$ cat config.mk
export PLATFORM = sky130hd
export DESIGN_NAME = rprt_blkdiv
export DESIGN_NICKNAME = d
export VERILOG_FILES = /design/src/rtl/rprt_pkg.sv /design/src/rtl/rprt_blkdiv.sv
export SDC_FILE = /design/constraint.sdc
export NUM_CORES = 1
export LEC_CHECK = 0
export BUFFER_PORTS_ARGS = -buffer_cell sky130_fd_sc_hd__buf_2
export CAP_MARGIN = 10
export CORE_AREA = 5 5 42 44
export CTS_CLUSTER_DIAMETER = 150
export DETAILED_ROUTE_END_ITERATION = 6
export DIE_AREA = 0 0 47 49
export PLACE_DENSITY = 0.35
export SYNTH_ARGS = -nofsm -noshare
export SYNTH_HDL_FRONTEND = slang
export SYNTH_SLANG_ARGS = --single-unit
$ cat constraint.sdc
create_clock -name clk -period 0.8 [get_ports clk]
set_input_delay 0 -clock clk [delete_from_list [all_inputs] [get_ports clk]]
set_output_delay 0 -clock clk [all_outputs]
set_load 0.02 [all_outputs]
$ cat src/rtl/rprt_pkg.sv
`timescale 1ns / 1ps
`default_nettype none
// ----------------------------------------------------------------------------
// rprt_pkg
// Shared constants and types of the reader progress rank tracker.
// ----------------------------------------------------------------------------
package rprt_pkg;

  // default sizes of the stores
  localparam int USER_COUNT_DEF = 65536;
  localparam int PAGE_COUNT_DEF = 1024;
  localparam int BLOCK_SIZE_DEF = 32;

  // field and counter widths
  localparam int USER_W = 16;
  localparam int PAGE_W = 10;
  localparam int CNT_W  = 17;

  // 1.0 in 16 fraction bits
  localparam logic [CNT_W-1:0] FRAC_ONE = 17'h10000;

  // item kinds carried on tuser
  localparam logic MODE_READ  = 1'b0;
  localparam logic MODE_QUERY = 1'b1;

  // divider request and response
  typedef struct packed {
    logic             start;
    logic [CNT_W-1:0] numer;
    logic [CNT_W-1:0] denom;
  } div_req_t;

  typedef struct packed {
    logic             done;
    logic [CNT_W-1:0] quot;
  } div_rsp_t;

endpackage
`default_nettype wire

$ cat src/rtl/rprt_blkdiv.sv
`timescale 1ns / 1ps
`default_nettype none
// ----------------------------------------------------------------------------
// rprt_blkdiv
// Two-stage page to block index unit: reciprocal multiply, then one
// correction step against the block size.
// ----------------------------------------------------------------------------
module rprt_blkdiv #(
  parameter int BLOCK_SIZE = rprt_pkg::BLOCK_SIZE_DEF,
  parameter int BW         = 5
) (
  input  wire logic                      clk,
  input  wire logic [rprt_pkg::PAGE_W-1:0] page,
  output logic      [BW-1:0]             blk
);

  localparam int PW    = rprt_pkg::PAGE_W;
  localparam int K     = PW + 1;
  localparam int MW    = K + 1;
  localparam int P1W   = PW + MW;
  localparam int P2W   = PW + 9;
  localparam logic [MW-1:0] RECIP = MW'((2 ** K) / BLOCK_SIZE);

  logic [P1W-1:0] prod1;
  logic [PW-1:0]  q0;
  logic [PW-1:0]  pg1;
  logic [P2W-1:0] prod2;
  logic [P2W-1:0] rem;
  logic [PW-1:0]  q;

  // estimate, never more than one below the true quotient
  assign prod1 = P1W'(page) * P1W'(RECIP);

  always_ff @(posedge clk) begin
    q0  <= prod1[K +: PW];
    pg1 <= page;
  end

  // correction by one compare
  assign prod2 = P2W'(q0) * P2W'(BLOCK_SIZE);
  assign rem   = P2W'(pg1) - prod2;
  assign q     = (rem >= P2W'(BLOCK_SIZE)) ? q0 + PW'(1) : q0;

  always_ff @(posedge clk) begin
    blk <= BW'(q);
  end

endmodule
`default_nettype wire

==> results of run 1 <==
-- synthesized netlist by cell type --
master,instances
dfxtp_1,10
-- what timing repair did --
action	4_1_cts	5_1_grt
resized for setup	0	0
hold buffers	5	0
hold endpoints to repair	5	0
setup endpoints to repair	0	0
-- worst max-delay path by stage --
stage,startpoint,end,slack (ns)
floorplan,blk[0]$_DFF_P_,blk[0],0.40
global placement,blk[4]$_DFF_P_,blk[4],0.36
detailed placement,blk[4]$_DFF_P_,blk[4],0.36
CTS,blk[2]$_DFF_P_,blk[2],0.06
global route,blk[4]$_DFF_P_,blk[4],0.02
finish,blk[4]$_DFF_P_,blk[4],0.08
-- layer usage --
metal  wire (microns)  global-route usage [%]  part of all wire [%]
met2              110                    3.62                    30
met4                0                    1.38                     0
met3               77                    7.38                    21
met5                0                       0                     0
met1              181                    5.35                    49
-- kinds of logic after synthesis --
group / count (synthesis) / synth area share (%)
DFF: 10 / 100
-- cell type report --
class                   instances  area [sq um]
repair buffers                 15           100
flip-flops and latches         10           200
well taps                      16          20.0
fillers                       161          1040
clock buffers                   4          36.3
-- power groups by stage --
| stage | Combinational [mW] | Sequential, mW | Clock, mW |
|---|---|---|---|
| 2_1_floorplan | 0 | 0.558 | 0 |
| 3_3_place_gp | 0.0418 | 0.541 | 0 |
| 3_5_place_dp | 0.0420 | 0.541 | 0 |
| 4_1_cts | 0.0615 | 0.530 | 0.463 |
| 5_1_grt | 0.0663 | 0.532 | 0.496 |
| 6_report | 0.0602 | 0.529 | 0.443 |
-- state kept, by name, summed over array words and instances, names as in the netlist --
signal	flops
blk	5
pg1	4
q0	1
-- metrics by stage --
stage | total power [mW] | util (%) | instance area, sq um
after floorplan | 0.558 | - | 200
after global placement | 0.583 | 19.3 | 270
after detailed placement | 0.583 | 19.3 | 270
after CTS | 1.05 | 25.4 | 357
after global routing | 1.09 | 25.4 | 357
final | 1.03 | 25.4 | 357
==> results_dict.tcl, run 1 <==
set metrics [dict create \
    synth_area_per_cell_sq_um 20.0 \
    arrival_ns 0.72 \
    slew_headroom_pct 92.6 \
    power_density_nw_per_um2 2900 \
    wl_per_cell_microns 8.20 \
    rr_endpoint "blk[3]$_DFF_P_" \
    cts_max_level 1 \
    path_buf_inv 1 \
    holdPathEnd "blk[0]$_DFF_P_" \
    place_ws_ns 0.359 \
    hpwl_microns 264 \
    critical_path_class "register to output pin" \
    yosysSeqAreaShare_pct 100 \
    peakVddDrop_mv 1.24 \
    drive_above_1_share_pct 48.3 \
    synth_cell_type_count 1 \
    cap_violations 0 \
    netlist_instances 10 \
    clock_sinks 10 \
    internal-power_mw 0.833 \
    power.share.clock_pct 42.9 \
    routed_wl_microns 369 \
    drv_slew 0 \
    grt_start_max_net_pins 7 \
    min_from "pg1[5]$_DFF_P_" \
    port_buffers 10 \
    crit_fanout 1 \
    cts_setup_buffers 0 \
    holdPathStages 0 \
    comb_power_share_pct 5.8 \
    dp_cells 36 \
    finalHoldViolations 0 \
    grt_pass1_vias 141 \
    outcome "finished clean" \
    grt-ovfl-total 0 \
    ios 16 \
    grt_pass1_wl_microns 621 \
    antenna_found_initial 0 \
    power_leakage_nw 0.166 \
    start_kind "register" \
    cts_root_buf "clkbuf_4" \
    cp.required_ns 0.80 \
    rows 14 \
    fin_crit_sh_pct 89.9 \
    nMultiInputCombCells 0 \
    yosys-top-cells-area "dfxtp_1 100%" \
    fmax_mhz 1390 \
    holdWs_ns 0.330 \
    p_sw_share_pct 19.3 \
    viasPerCell 2.91 \
    max_stage_delay_ns 0.31 \
    gp_congestion 0.605 \
    min_period_ns 0.719 \
    ant_nets 0 \
    drtIter0Drc 1 \
    r2r_slack_ns 0.40 \
    final.setup_skew_ns 0.00236 \
    r2r_start "pg1[8]$_DFF_P_" \
    grt.total_usage_pct 4.46 \
    clk_pin_slew_ns 0.07 \
    cp_top_family "flip-flops" \
    ys_seq_elements 10 \
    rsz0062_at_grt "no" \
    setup_viol 0 \
    finalSetupTns_ns 0 \
    setup_slack_ns 0.0811 \
    clockBufferDepth 2 \
    fin_nets 41 \
    p_switching_mw 0.200 \
    setup.worst_path.end_class "output pin" \
    cp_slowest_cell "dfxtp_1" \
    route.detailed.drc 0 \
    yosysTopAreaCellShare_pct 100 \
    cts_tree "done" \
    seqPwrFrac_pct 51.2 \
    fin_cells 45 \
    synth_area_sq_um 200 \
    tightest_slew_ns 0.111 \
    r2r_cells 0 \
    num_vias 131 \
    syn_nets 21 \
    path_depth 1 \
    initial_core_util_pct 14.3 \
    ys_warn_count 0 \
    clkLatencyLatePin_ns 0.26 \
    dr.pass1.iters 2 \
    dieArea_sq_um 2300 \
    multi_input_area_sq_um 0 \
    numCtsBuffers 3 \
    die_h_microns 49 \
    syn_to_final_growth_pct 78.1 \
    core-area_sq_um 1400 \
    final_cell_mix "10 x dfxtp_1, 10 x buf_2, 5 x dlygate4sd3_1" \
    synth_top_area_cell "dfxtp_1" \
    worstPathCellList "buf_2" \
    die_x_microns 47 \
    diodes 0 \
    worstHoldPathType "register to register" \
]
(Power assumes the default switching activity.)
==> inputs of run 2 (changes only) <==
CORE_AREA = 2 2 39 41   (was 5 5 42 44)
DIE_AREA = 0 0 41 43   (was 0 0 47 49)
==> run 2 against run 1 <==
  * Non-clock buffer count unchanged
  * Worst setup slack better by 0.010 ns
  * Worst hold slack worse by 0.0042 ns
==> results_dict.tcl, run 2 (synthesized netlist as in run 1, its figures left out) <==
set metrics [dict create \
    path_depth 1 \
    fin_crit_sh_pct 88.6 \
    grt-ovfl-total 0 \
    cp.required_ns 0.80 \
    finalSetupTns_ns 0 \
    drive_above_1_share_pct 48.3 \
    cap_violations 0 \
    cts_root_buf "clkbuf_4" \
    route.detailed.drc 0 \
    rows 14 \
    rsz0062_at_grt "no" \
    worstPathCellList "buf_2" \
    setup_viol 0 \
    clkLatencyLatePin_ns 0.25 \
    grt.total_usage_pct 4.64 \
    final.setup_skew_ns 0.000224 \
    max_stage_delay_ns 0.30 \
    numCtsBuffers 3 \
    largest_reg_flops 5 \
    slew_headroom_pct 92.8 \
    die_x_microns 41 \
    finalHoldViolations 0 \
    cts_resized 0 \
    nMultiInputCombCells 0 \
    path_buf_inv 1 \
    drtIter0Drc 1 \
    cts_max_level 1 \
    antenna_found_initial 0 \
    grt_start_max_net_pins 7 \
    drv_slew 0 \
    syn_to_final_growth_pct 78.1 \
    crit_fanout 1 \
    num_vias 129 \
    cts_tree "done" \
    setup.worst_path.end_class "output pin" \
    outcome "finished clean" \
    regMostFlops "blk" \
    fin_util_pct 25.8 \
    tightest_slew_ns 0.108 \
    gp_congestion 0.517 \
    peakVddDrop_mv 0.483 \
    cp_slowest_cell "dfxtp_1" \
    r2r_slack_ns 0.40 \
    fin_nets 41 \
    initial_core_util_pct 14.5 \
    arrival_ns 0.71 \
    cp_top_family "flip-flops" \
    worstHoldPathType "register to register" \
    seq_area_sq_um 200 \
    fill_cells 147 \
    clockBufferDepth 2 \
    routed_wl_microns 314 \
    start_kind "register" \
    ant_nets 0 \
    core-area_sq_um 1380 \
    r2r_cells 0 \
    r2r_start "pg1[5]$_DFF_P_" \
    power_density_nw_per_um2 2840 \
    worstSetupStartpoint "blk[0]$_DFF_P_" \
    dr.pass1.iters 2 \
    viasPerCell 2.87 \
    die_h_microns 43 \
    clk_pin_slew_ns 0.06 \
    reg_top3 "blk x5, pg1 x4, q0 x1" \
    port_buffers 10 \
    critical_path_class "register to output pin" \
    final_cell_mix "10 x dfxtp_1, 10 x buf_2, 5 x dlygate4sd3_1" \
    fmax_mhz 1410 \
    setup.worst_path.end "blk[0]" \
    clock_sinks 10 \
    multi_input_area_sq_um 0 \
    min_period_ns 0.708 \
    rr_endpoint "blk[0]$_DFF_P_" \
    grt_pass1_vias 121 \
    wl_per_cell_microns 6.98 \
    dieArea_sq_um 1760 \
    diodes 0 \
    grt_pass1_wl_microns 434 \
    power_leakage_nw 0.166 \
    ios 16 \
]
==> run 2: cell counts in the layout (fill, tap and decap cells not counted) <==
No cell type changed its count.
==> run 2: cell type report <==
type                  count  share of cell area (%)
clock buffer              4                    10.2
sequential               10                    56.1
timing repair buffer     15                    28.1
tap                      16                    5.61
==> run 2: worst min path at each step <==
stage | startpoint | endpoint | slack [ns] | cells past startpoint
2_1_floorplan | page[5] | pg1[5]$_DFF_P_ | 0.03 | 0
3_3_place_gp | page[8] | pg1[8]$_DFF_P_ | 0.10 | 1
3_5_place_dp | page[8] | pg1[8]$_DFF_P_ | 0.10 | 1
4_1_cts | pg1[7]$_DFF_P_ | blk[2]$_DFF_P_ | 0.33 | 0
5_1_grt | pg1[7]$_DFF_P_ | blk[2]$_DFF_P_ | 0.33 | 0
6_report | pg1[7]$_DFF_P_ | blk[2]$_DFF_P_ | 0.33 | 0
==> run 2: repair_timing <==
item,4_1_cts,5_1_grt
setup buffers,0,0
hold buffers,5,0
hold endpoints to repair,5,0
==> run 2: layer usage <==
metal | routed length, microns | vias to the layer above | track usage [%]
li1 | - | 68 | -
met1 | 89 | 52 | 3.27
met2 | 178 | 7 | 5.63
met3 | 33 | 2 | 1.57
met4 | 12 | 0 | 10.0
met5 | 0 | - | 0
==> run 2: stage by stage <==
step	hold WS, ns	worst slack [ns]	area, sq um	std cells	total power [mW]
floorplan	0.0277	0.405	200	10	0.558
detailed placement	0.104	0.362	270	36	0.582
global placement	0.103	0.367	270	36	0.581
global route	0.329	0.0523	357	45	1.06
finish	0.326	0.0916	357	45	1.01
CTS	0.326	0.0752	357	45	1.03
==> run 2: power breakdown <==
part	total, mW	switching, mW	internal [mW]
clock network	0.424	0.149	0.275
logic	0.0595	0.0265	0.0330
registers	0.530	0.00489	0.525
total	1.01	0.181	0.833
