===== src/rtl/rprt_pkg.sv =====
`timescale 1ns / 1ps
`default_nettype none
// ----------------------------------------------------------------------------
// rprt_pkg
// Shared constants and types of the reader progress rank tracker.
// ----------------------------------------------------------------------------
package rprt_pkg;

  // default sizes of the stores
  localparam int USER_COUNT_DEF = 65536;
  localparam int PAGE_COUNT_DEF = 1024;
  localparam int BLOCK_SIZE_DEF = 32;

  // field and counter widths
  localparam int USER_W = 16;
  localparam int PAGE_W = 10;
  localparam int CNT_W  = 17;

  // 1.0 in 16 fraction bits
  localparam logic [CNT_W-1:0] FRAC_ONE = 17'h10000;

  // item kinds carried on tuser
  localparam logic MODE_READ  = 1'b0;
  localparam logic MODE_QUERY = 1'b1;

  // divider request and response
  typedef struct packed {
    logic             start;
    logic [CNT_W-1:0] numer;
    logic [CNT_W-1:0] denom;
  } div_req_t;

  typedef struct packed {
    logic             done;
    logic [CNT_W-1:0] quot;
  } div_rsp_t;

endpackage
`default_nettype wire


===== src/rtl/rprt_div.sv =====
`timescale 1ns / 1ps
`default_nettype none
// ----------------------------------------------------------------------------
// rprt_div
// Restoring divider for the rank fraction: floor(numer * 2^16 / denom),
// one quotient bit per cycle, clamped at 1.0.
// ----------------------------------------------------------------------------
module rprt_div (
  input  wire logic               clk,
  input  wire logic               rst,
  input  wire rprt_pkg::div_req_t req,
  output rprt_pkg::div_rsp_t      rsp
);

  localparam int CW  = rprt_pkg::CNT_W;
  localparam int NW  = $clog2(CW + 1);

  logic          busy;
  logic          done;
  logic [NW-1:0] cnt;
  logic [CW-1:0] rem;
  logic [CW-1:0] shin;
  logic [CW-1:0] quo;
  logic [CW-1:0] dvs;
  logic [CW:0]   t;
  logic [CW:0]   diff;
  logic          ge;

  // trial subtract of the shifted remainder
  assign t    = {rem, shin[CW-1]};
  assign diff = t - {1'b0, dvs};
  assign ge   = t >= {1'b0, dvs};

  always_ff @(posedge clk) begin
    if (rst) begin
      busy <= 1'b0;
      done <= 1'b0;
      cnt  <= '0;
    end else begin
      // last quotient bit lands at this edge
      done <= !req.start && busy && (cnt == NW'(1));
      if (req.start) begin
        // numerator shifted up 16: top 16 bits preload, then 17 bits shift in
        busy <= 1'b1;
        cnt  <= NW'(CW);
        rem  <= {1'b0, req.numer[CW-1:1]};
        shin <= {req.numer[0], (CW-1)'(0)};
        quo  <= '0;
        dvs  <= req.denom;
      end else if (busy) begin
        rem  <= ge ? diff[CW-1:0] : t[CW-1:0];
        shin <= {shin[CW-2:0], 1'b0};
        quo  <= {quo[CW-2:0], ge};
        cnt  <= cnt - NW'(1);
        if (cnt == NW'(1)) begin
          busy <= 1'b0;
        end
      end
    end
  end

  // clamp at 1.0
  assign rsp.done = done;
  assign rsp.quot = (quo > rprt_pkg::FRAC_ONE) ? rprt_pkg::FRAC_ONE : quo;

endmodule
`default_nettype wire

===== config.mk =====
export PLATFORM = sky130hd
export DESIGN_NAME = rprt_div
export DESIGN_NICKNAME = d
export VERILOG_FILES = /design/src/rtl/rprt_pkg.sv /design/src/rtl/rprt_div.sv
export SDC_FILE = /design/constraint.sdc
export NUM_CORES = 1
export LEC_CHECK = 0
export BUFFER_PORTS_ARGS = -buffer_cell sky130_fd_sc_hd__buf_2
export CORE_ASPECT_RATIO = 1.5
export CORE_UTILIZATION = 51
export CTS_CLUSTER_SIZE = 40
export DETAILED_ROUTE_END_ITERATION = 10
export HOLD_SLACK_MARGIN = 0.06
export PLACE_DENSITY = 0.87
export SYNTH_ARGS = -nofsm -noshare
export SYNTH_HDL_FRONTEND = slang
export SYNTH_SLANG_ARGS = --single-unit

===== constraint.sdc =====
create_clock -name clk -period 2.95 [get_ports clk]
set_clock_uncertainty 0.15 [all_clocks]
set_input_delay 0.59 -clock clk [delete_from_list [all_inputs] [get_ports clk]]
set_output_delay 0.59 -clock clk [all_outputs]
set_load 0.005 [all_outputs]

==> impl_metrics.env, run 1 <==
export IMPL_ff2ff_path_depth=11
export IMPL_ys_warnings_count=0
export IMPL_post_synth_top_count_cell="edfxtp_1"
export IMPL_power_internal_uw=1558
export IMPL_tns_ps=0
export IMPL_portBuffers=54
export IMPL_htree_levels=3
export IMPL_synth_area_top_cells="edfxtp_1 (45%), ha_1 (6.9%), nor2b_1 (6.0%)"
export IMPL_hp_class="in2reg"
export IMPL_gp_congestion=0.9495
export IMPL_syn_num_nets=378
export IMPL_setup_viol=0
export IMPL_grt_max_degree=44
export IMPL_pwr_share_clk_pct=26.3
export IMPL_switching_share_pct=29.40
export IMPL_antenna_left=0
export IMPL_viasPerCell=5.575
export IMPL_hold_viol_final=0
export IMPL_arrival_ps=2860
export IMPL_coreArea_um2=6486
export IMPL_crit_chain="inv_2 > ha_4 > inv_2 > fa_2 > a21o_1 > a221oi_4 > o31ai_4 > a221oi_4 > buf_6 > nor2_4 > a221o_1"
export IMPL_ys_types=57
export IMPL_p_leak_uw=0.001706
export IMPL_whs_ps=264.5
export IMPL_worstHoldPathCells=1
export IMPL_path_depth=11
export IMPL_fill_cells=520
export IMPL_start_util_pct=53.07
export IMPL_clkLatencyLatePin_ps=350
export IMPL_ys_seq_area_share_pct=49.44
export IMPL_cts_sinks=59
export IMPL_grt_usage_pct=21.04
export IMPL_cp_max_fo=6
export IMPL_drt_met1_wl_um=2893
export IMPL_syn_instance_count=321
export IMPL_rows=36
export IMPL_maxSlewViolCount=0
export IMPL_die_h_um=102.6
export IMPL_critPathLaunchType="register"
export IMPL_period_needed_ps=2914
export IMPL_synth_flop_cell="edfxtp_1"
export IMPL_fmax_ghz=0.3431
export IMPL_wl_per_cell_um=14.75
export IMPL_grt_pass1_vias=2537
export IMPL_cp_end_kind="register"
export IMPL_cts_buffer_depth=2
export IMPL_die_x_um=69.08
export IMPL_rsz0062_at_grt="yes"
export IMPL_multi_input_area_um2=1608
export IMPL_synth_top_area_share_pct=45.37
export IMPL_pin_count=55
export IMPL_synthTopCellsByCount="edfxtp_1 (52), nor2b_1 (33), inv_1 (27)"
export IMPL_pwr_share_seq_pct=47.0
export IMPL_comb_power_share_pct=26.7
export IMPL_top_layer="met4"
export IMPL_hpwl_um=5084
export IMPL_switching_power_uw=648.7
export IMPL_grt_pass1_wl_um=11390
export IMPL_nets=450
export IMPL_routed_wl_um=6976
export IMPL_drtIter0Drc=117
export IMPL_cpPeakStageDelay_ps=400
export IMPL_final_seq_area_um2=1702
export IMPL_vias=2637
export IMPL_ys_async_sr_fraction_pct=0
export IMPL_syn_to_final_growth_pct=18.76
export IMPL_status="finished clean"
export IMPL_criticalPathCategory="reg2reg"
export IMPL_power_density_nw_per_um2=539.8
export IMPL_cts_root_buf="clkbuf_8"
export IMPL_relSlewSlack_pct=51.31
export IMPL_critPathTopFamily="compound AO/OA/AOI/OAI gates"
export IMPL_required_ps=2900
export IMPL_synth_top_cell_by_area="edfxtp_1"
export IMPL_maxCapViolCount=0
export IMPL_fin_util_pct=63.02
export IMPL_syn_cell_area_um2=3442
export IMPL_worst_path_max_delay_cell="edfxtp_1"
export IMPL_period_share_pct=98.79
export IMPL_num_antenna_cells=0
export IMPL_path_clk_slew_ps=60
export IMPL_drive_gt1_share_pct=24.69
export IMPL_wl_met2_um=3512
export IMPL_worst_pin_slew_ps=720.9
export IMPL_die_area_um2=7088
export IMPL_synth_ff_latch_count=59
export IMPL_dr_wl_met3_um=295
export IMPL_cts_inserted_buffers=9
export IMPL_cts_tree="built"
export IMPL_firstDrtPassIters=5
export IMPL_synth_avg_cell_area_um2=10.72
export IMPL_grt_ovfl_total=0
export IMPL_grt_antenna_before_repair=0
export IMPL_route_detailed_drc=0
export IMPL_ir_drop_mv=0.3339
export IMPL_crit_buf_inv=3
export IMPL_synth_edff_count=52
-- metrics by stage --
step	total power, uW	setup WS (ps)	area [um^2]	std cells
2_1_floorplan	1444	53.91	3445	321
3_3_place_gp	1578	38.66	3834	449
3_5_place_dp	1596	-22.69	3834	449
4_1_cts	2186	15.43	4005	466
5_1_grt	2326	-102.4	4088	473
6_report	2207	35.80	4088	473
-- kinds of logic after synthesis --
logic type / Yosys count / share of synthesized area (%)
AND/OR/NAND/NOR: 108 / 17.41
buffers and inverters: 41 / 4.871
multiplexers: 5 / 1.490
XOR/XNOR: 16 / 4.071
flip-flops: 59 / 49.44
adder cells (fa/ha/maj): 20 / 7.488
AO/OA/AOI/OAI: 72 / 15.23
-- cells in the final DEF (no fill, tap or decap), types with 5 or more instances in the layout --
cell / netlist / layout
ha_1: 19 / 18
nor2_1: 14 / 13
nor2b_1: 33 / 33
a31oi_1: 6 / 6
nand2_1: 19 / 19
xor2_1: 10 / 10
a21oi_1: 20 / 20
nand3_1: 8 / 8
inv_1: 27 / 25
and2_1: 6 / 6
buf_4: 1 / 18
xnor2_1: 6 / 6
o21ai_0: 10 / 10
edfxtp_1: 52 / 52
dfxtp_1: 7 / 7
buf_2: 2 / 55
nor3_1: 5 / 5
clkbuf_8: 0 / 9
-- final cells by class --
class / instances / share of cell area [%]
multi-input cells: 221 / 39.33
clock buffers: 10 / 3.122
well taps: 76 / 2.326
repair buffers: 75 / 10.59
flip-flops and latches: 59 / 41.63
clock inverters: 5 / 0.5204
inverters: 27 / 2.479
-- state kept, by name (all words and copies together) (netlist names) --
| register | count |
|---|---|
| busy | 1 |
| cnt | 5 |
| done | 1 |
| dvs | 17 |
| quo | 17 |
| rem | 17 |
| shin | 1 |
-- path summary, 6_finish.rpt --
path             from       to  slack [ps]
max          shin[16]  rem[15]          40
min reg2reg    cnt[1]   cnt[1]         360
min           req[15]  dvs[15]         260
max reg2reg  shin[16]  rem[15]          40
-- power groups by stage --
| stage | clock network (uW) | logic (uW) | registers, uW |
|---|---|---|---|
| finish | 581 | 589 | 1040 |
| CTS | 595 | 556 | 1040 |
| detailed placement | 0 | 546 | 1050 |
| floorplan | 0 | 409 | 1030 |
| global route | 624 | 658 | 1040 |
| global placement | 0 | 530 | 1050 |
-- worst reg2reg max path: stages, from the launching register on --
cell and delay (ps):
edfxtp_1 400, inv_2 100, ha_4 130, inv_2 30, fa_2 360, a21o_1 210, a221oi_4 330, o31ai_4 100
a221oi_4 330, buf_6 180, nor2_4 40, a221o_1 320
-- repair_timing --
action / 4_1_cts / 5_1_grt
hold buffers: 0 / 0
gates cloned: 0 / 1
setup buffers: 2 / 6
setup endpoints to repair: 3 / 9
pin swaps: 1 / 9
gates resized for setup: 2 / 8
-- metal layers --
layer	vias up	track usage [%]
li1	1316	-
met1	1210	23.92
met2	88	35.62
met3	23	4.790
met4	0	14.13
met5	-	0
(Power assumes the default switching activity.)
==> run 2: changes to the inputs <==
--- a/config.mk
+++ b/config.mk
@@ -7,11 +7,11 @@
 export LEC_CHECK = 0
 export BUFFER_PORTS_ARGS = -buffer_cell sky130_fd_sc_hd__buf_2
 export CORE_ASPECT_RATIO = 1.5
-export CORE_UTILIZATION = 51
+export CORE_UTILIZATION = 60
 export CTS_CLUSTER_SIZE = 40
 export DETAILED_ROUTE_END_ITERATION = 10
 export HOLD_SLACK_MARGIN = 0.06
-export PLACE_DENSITY = 0.87
+export PLACE_DENSITY = 0.95
 export SYNTH_ARGS = -nofsm -noshare
 export SYNTH_HDL_FRONTEND = slang
 export SYNTH_SLANG_ARGS = --single-unit
==> constraint.sdc (replaced) <==
create_clock -name clk -period 3.7 [get_ports clk]
set_clock_uncertainty 0.15 [all_clocks]
set_input_delay 0.74 -clock clk [delete_from_list [all_inputs] [get_ports clk]]
set_output_delay 0.74 -clock clk [all_outputs]
set_load 0.005 [all_outputs]
==> run 2 against run 1 <==
  * Global-route usage increased by 4.7 points
  * Register-to-register slack improved by 360 ps
  * Final cell count shrank 4.2%
  * Clock power is 8.8% lower
  * Cell area decreased by 3.0%
  * Sequential cell count did not move
  * Critical path type unchanged
  * Largest power group unchanged
==> impl_metrics.env, run 2 (synthesized netlist as in run 1, its figures left out) <==
export IMPL_grt_pass1_vias=2591
export IMPL_clkLatencyLatePin_ps=340
export IMPL_hpwl_um=5017
export IMPL_pin_count=55
export IMPL_switching_share_pct=28.31
export IMPL_syn_to_final_growth_pct=15.16
export IMPL_cp_max_fo=15
export IMPL_cp_end_kind="register"
export IMPL_status="finished clean"
export IMPL_period_needed_ps=3306
export IMPL_final_cell_mix="buf_2 (54), edfxtp_1 (52), nor2b_1 (33)"
export IMPL_cts_root_buf="clkbuf_8"
export IMPL_num_antenna_cells=0
export IMPL_power_density_nw_per_um2=451.4
export IMPL_gp_congestion=0.9363
export IMPL_power_total_uw=1789
export IMPL_firstDrtPassIters=4
export IMPL_die_x_um=63.84
export IMPL_fmax_ghz=0.3025
export IMPL_grt_pass1_wl_um=11480
export IMPL_die_h_um=94.77
export IMPL_post_cts_repair_setup_buffers=0
export IMPL_drive_gt1_share_pct=20.89
export IMPL_cts_sinks=59
export IMPL_pwr_share_clk_pct=29.6
export IMPL_cpPeakStageDelay_ps=670
export IMPL_grt_usage_pct=25.71
export IMPL_power_internal_uw=1283
export IMPL_cts_resized=0
export IMPL_fin_util_pct=72.18
export IMPL_setup_viol=0
export IMPL_period_share_pct=89.35
export IMPL_maxCapViolCount=0
export IMPL_grt_antenna_before_repair=0
export IMPL_grt_max_degree=51
export IMPL_wl_per_cell_um=15.19
export IMPL_relSlewSlack_pct=43.75
export IMPL_pwr_share_seq_pct=46.0
export IMPL_route_detailed_drc=0
export IMPL_required_ps=3630
export IMPL_comb_power_share_pct=24.4
export IMPL_coreArea_um2=5492
export IMPL_antenna_left=0
export IMPL_maxSlewViolCount=0
export IMPL_grt_ovfl_total=0
export IMPL_arrival_ps=3240
export IMPL_crit_chain="inv_1 > ha_1 > inv_1 > fa_1 > a21o_1 > a221oi_4 > o31ai_2 > a221oi_4 > buf_4 > nand2b_1 > a2bb2oi_1"
export IMPL_viasPerCell=5.804
export IMPL_switching_power_uw=506.6
export IMPL_cts_inserted_buffers=9
export IMPL_criticalPathCategory="reg2reg"
export IMPL_worst_path_max_delay_cell="a221oi_4"
export IMPL_nets=435
export IMPL_hold_viol_final=0
export IMPL_worst_pin_slew_ps=843.7
export IMPL_largestRegisters="dvs x17, quo x17, rem x17"
export IMPL_htree_levels=3
export IMPL_ir_drop_mv=0.3031
export IMPL_vias=2629
export IMPL_critPathLaunchType="register"
export IMPL_hp_class="reg2reg"
export IMPL_rsz0062_at_grt="no"
export IMPL_portBuffers=54
export IMPL_cts_tree="built"
export IMPL_hold_buffers=0
export IMPL_p_leak_uw=0.001641
export IMPL_die_area_um2=6050
export IMPL_routed_wl_um=6880
export IMPL_final_common_cell="buf_2"
export IMPL_path_clk_slew_ps=60
export IMPL_start_util_pct=62.68
export IMPL_rows=33
export IMPL_tns_ps=0
export IMPL_cts_buffer_depth=2
export IMPL_drtIter0Drc=99
[run 2: changes by cell type in the layout (fill, tap and decap cells not counted), sizes merged]
cell    before  now
buf         75   60
clkbuf      10   15
clkinv       5    1
[run 2: worst paths after layout]
kind,slack [ps],from,cells after the start,to
min reg2reg,360,cnt[1],2,cnt[1]
max reg2reg,390,shin[16],11,rem[8]
max,390,shin[16],11,rem[8]
min,360,cnt[1],2,cnt[1]
[run 2: per-layer routing]
| layer | global-route usage [%] | up-vias | routed length, um |
|---|---|---|---|
| met1 | 27.57 | 1224 | 2739 |
| met4 | 19.32 | 0 | 261 |
| met2 | 44.24 | 90 | 3546 |
| met5 | 0 | - | 0 |
| met3 | 5.193 | 27 | 332 |
| li1 | - | 1288 | - |
[run 2: worst max-delay path: cells and delay by family, from the launching register on]
family | cells | cell delay [ps]
flops | 1 | 350
simple gates | 1 | 120
buf+inv | 3 | 420
fa+ha+maj | 2 | 560
compound gates | 5 | 1450
[run 2: area by class of cell]
type                    instances  area [um^2]
flip-flops and latches         59         1702
repair buffers                 60        315.3
inverters                      27        101.3
clock inverters                 1        5.005
clock buffers                  15        177.7
fillers                       406         1528
well taps                      70        87.58
multi-input cells             221         1575
[run 2: power by group through the flow]
stage	logic [uW]	clock network (uW)	registers, uW
final	436	530	823
after global routing	483	568	828
after CTS	431	544	822
after detailed placement	428	0	835
after global placement	405	0	835
after floorplan	326	0	826
[run 2: metrics by stage]
step	worst slack, ps	instance area [um^2]	std cells	hold slack (ps)
floorplan	557.8	3442	321	334.3
global placement	508.8	3781	437	349.1
detailed placement	435.1	3781	437	358.8
CTS	413.7	3964	453	367.2
global route	232.3	3964	453	406.2
finish	394.1	3964	453	360.5
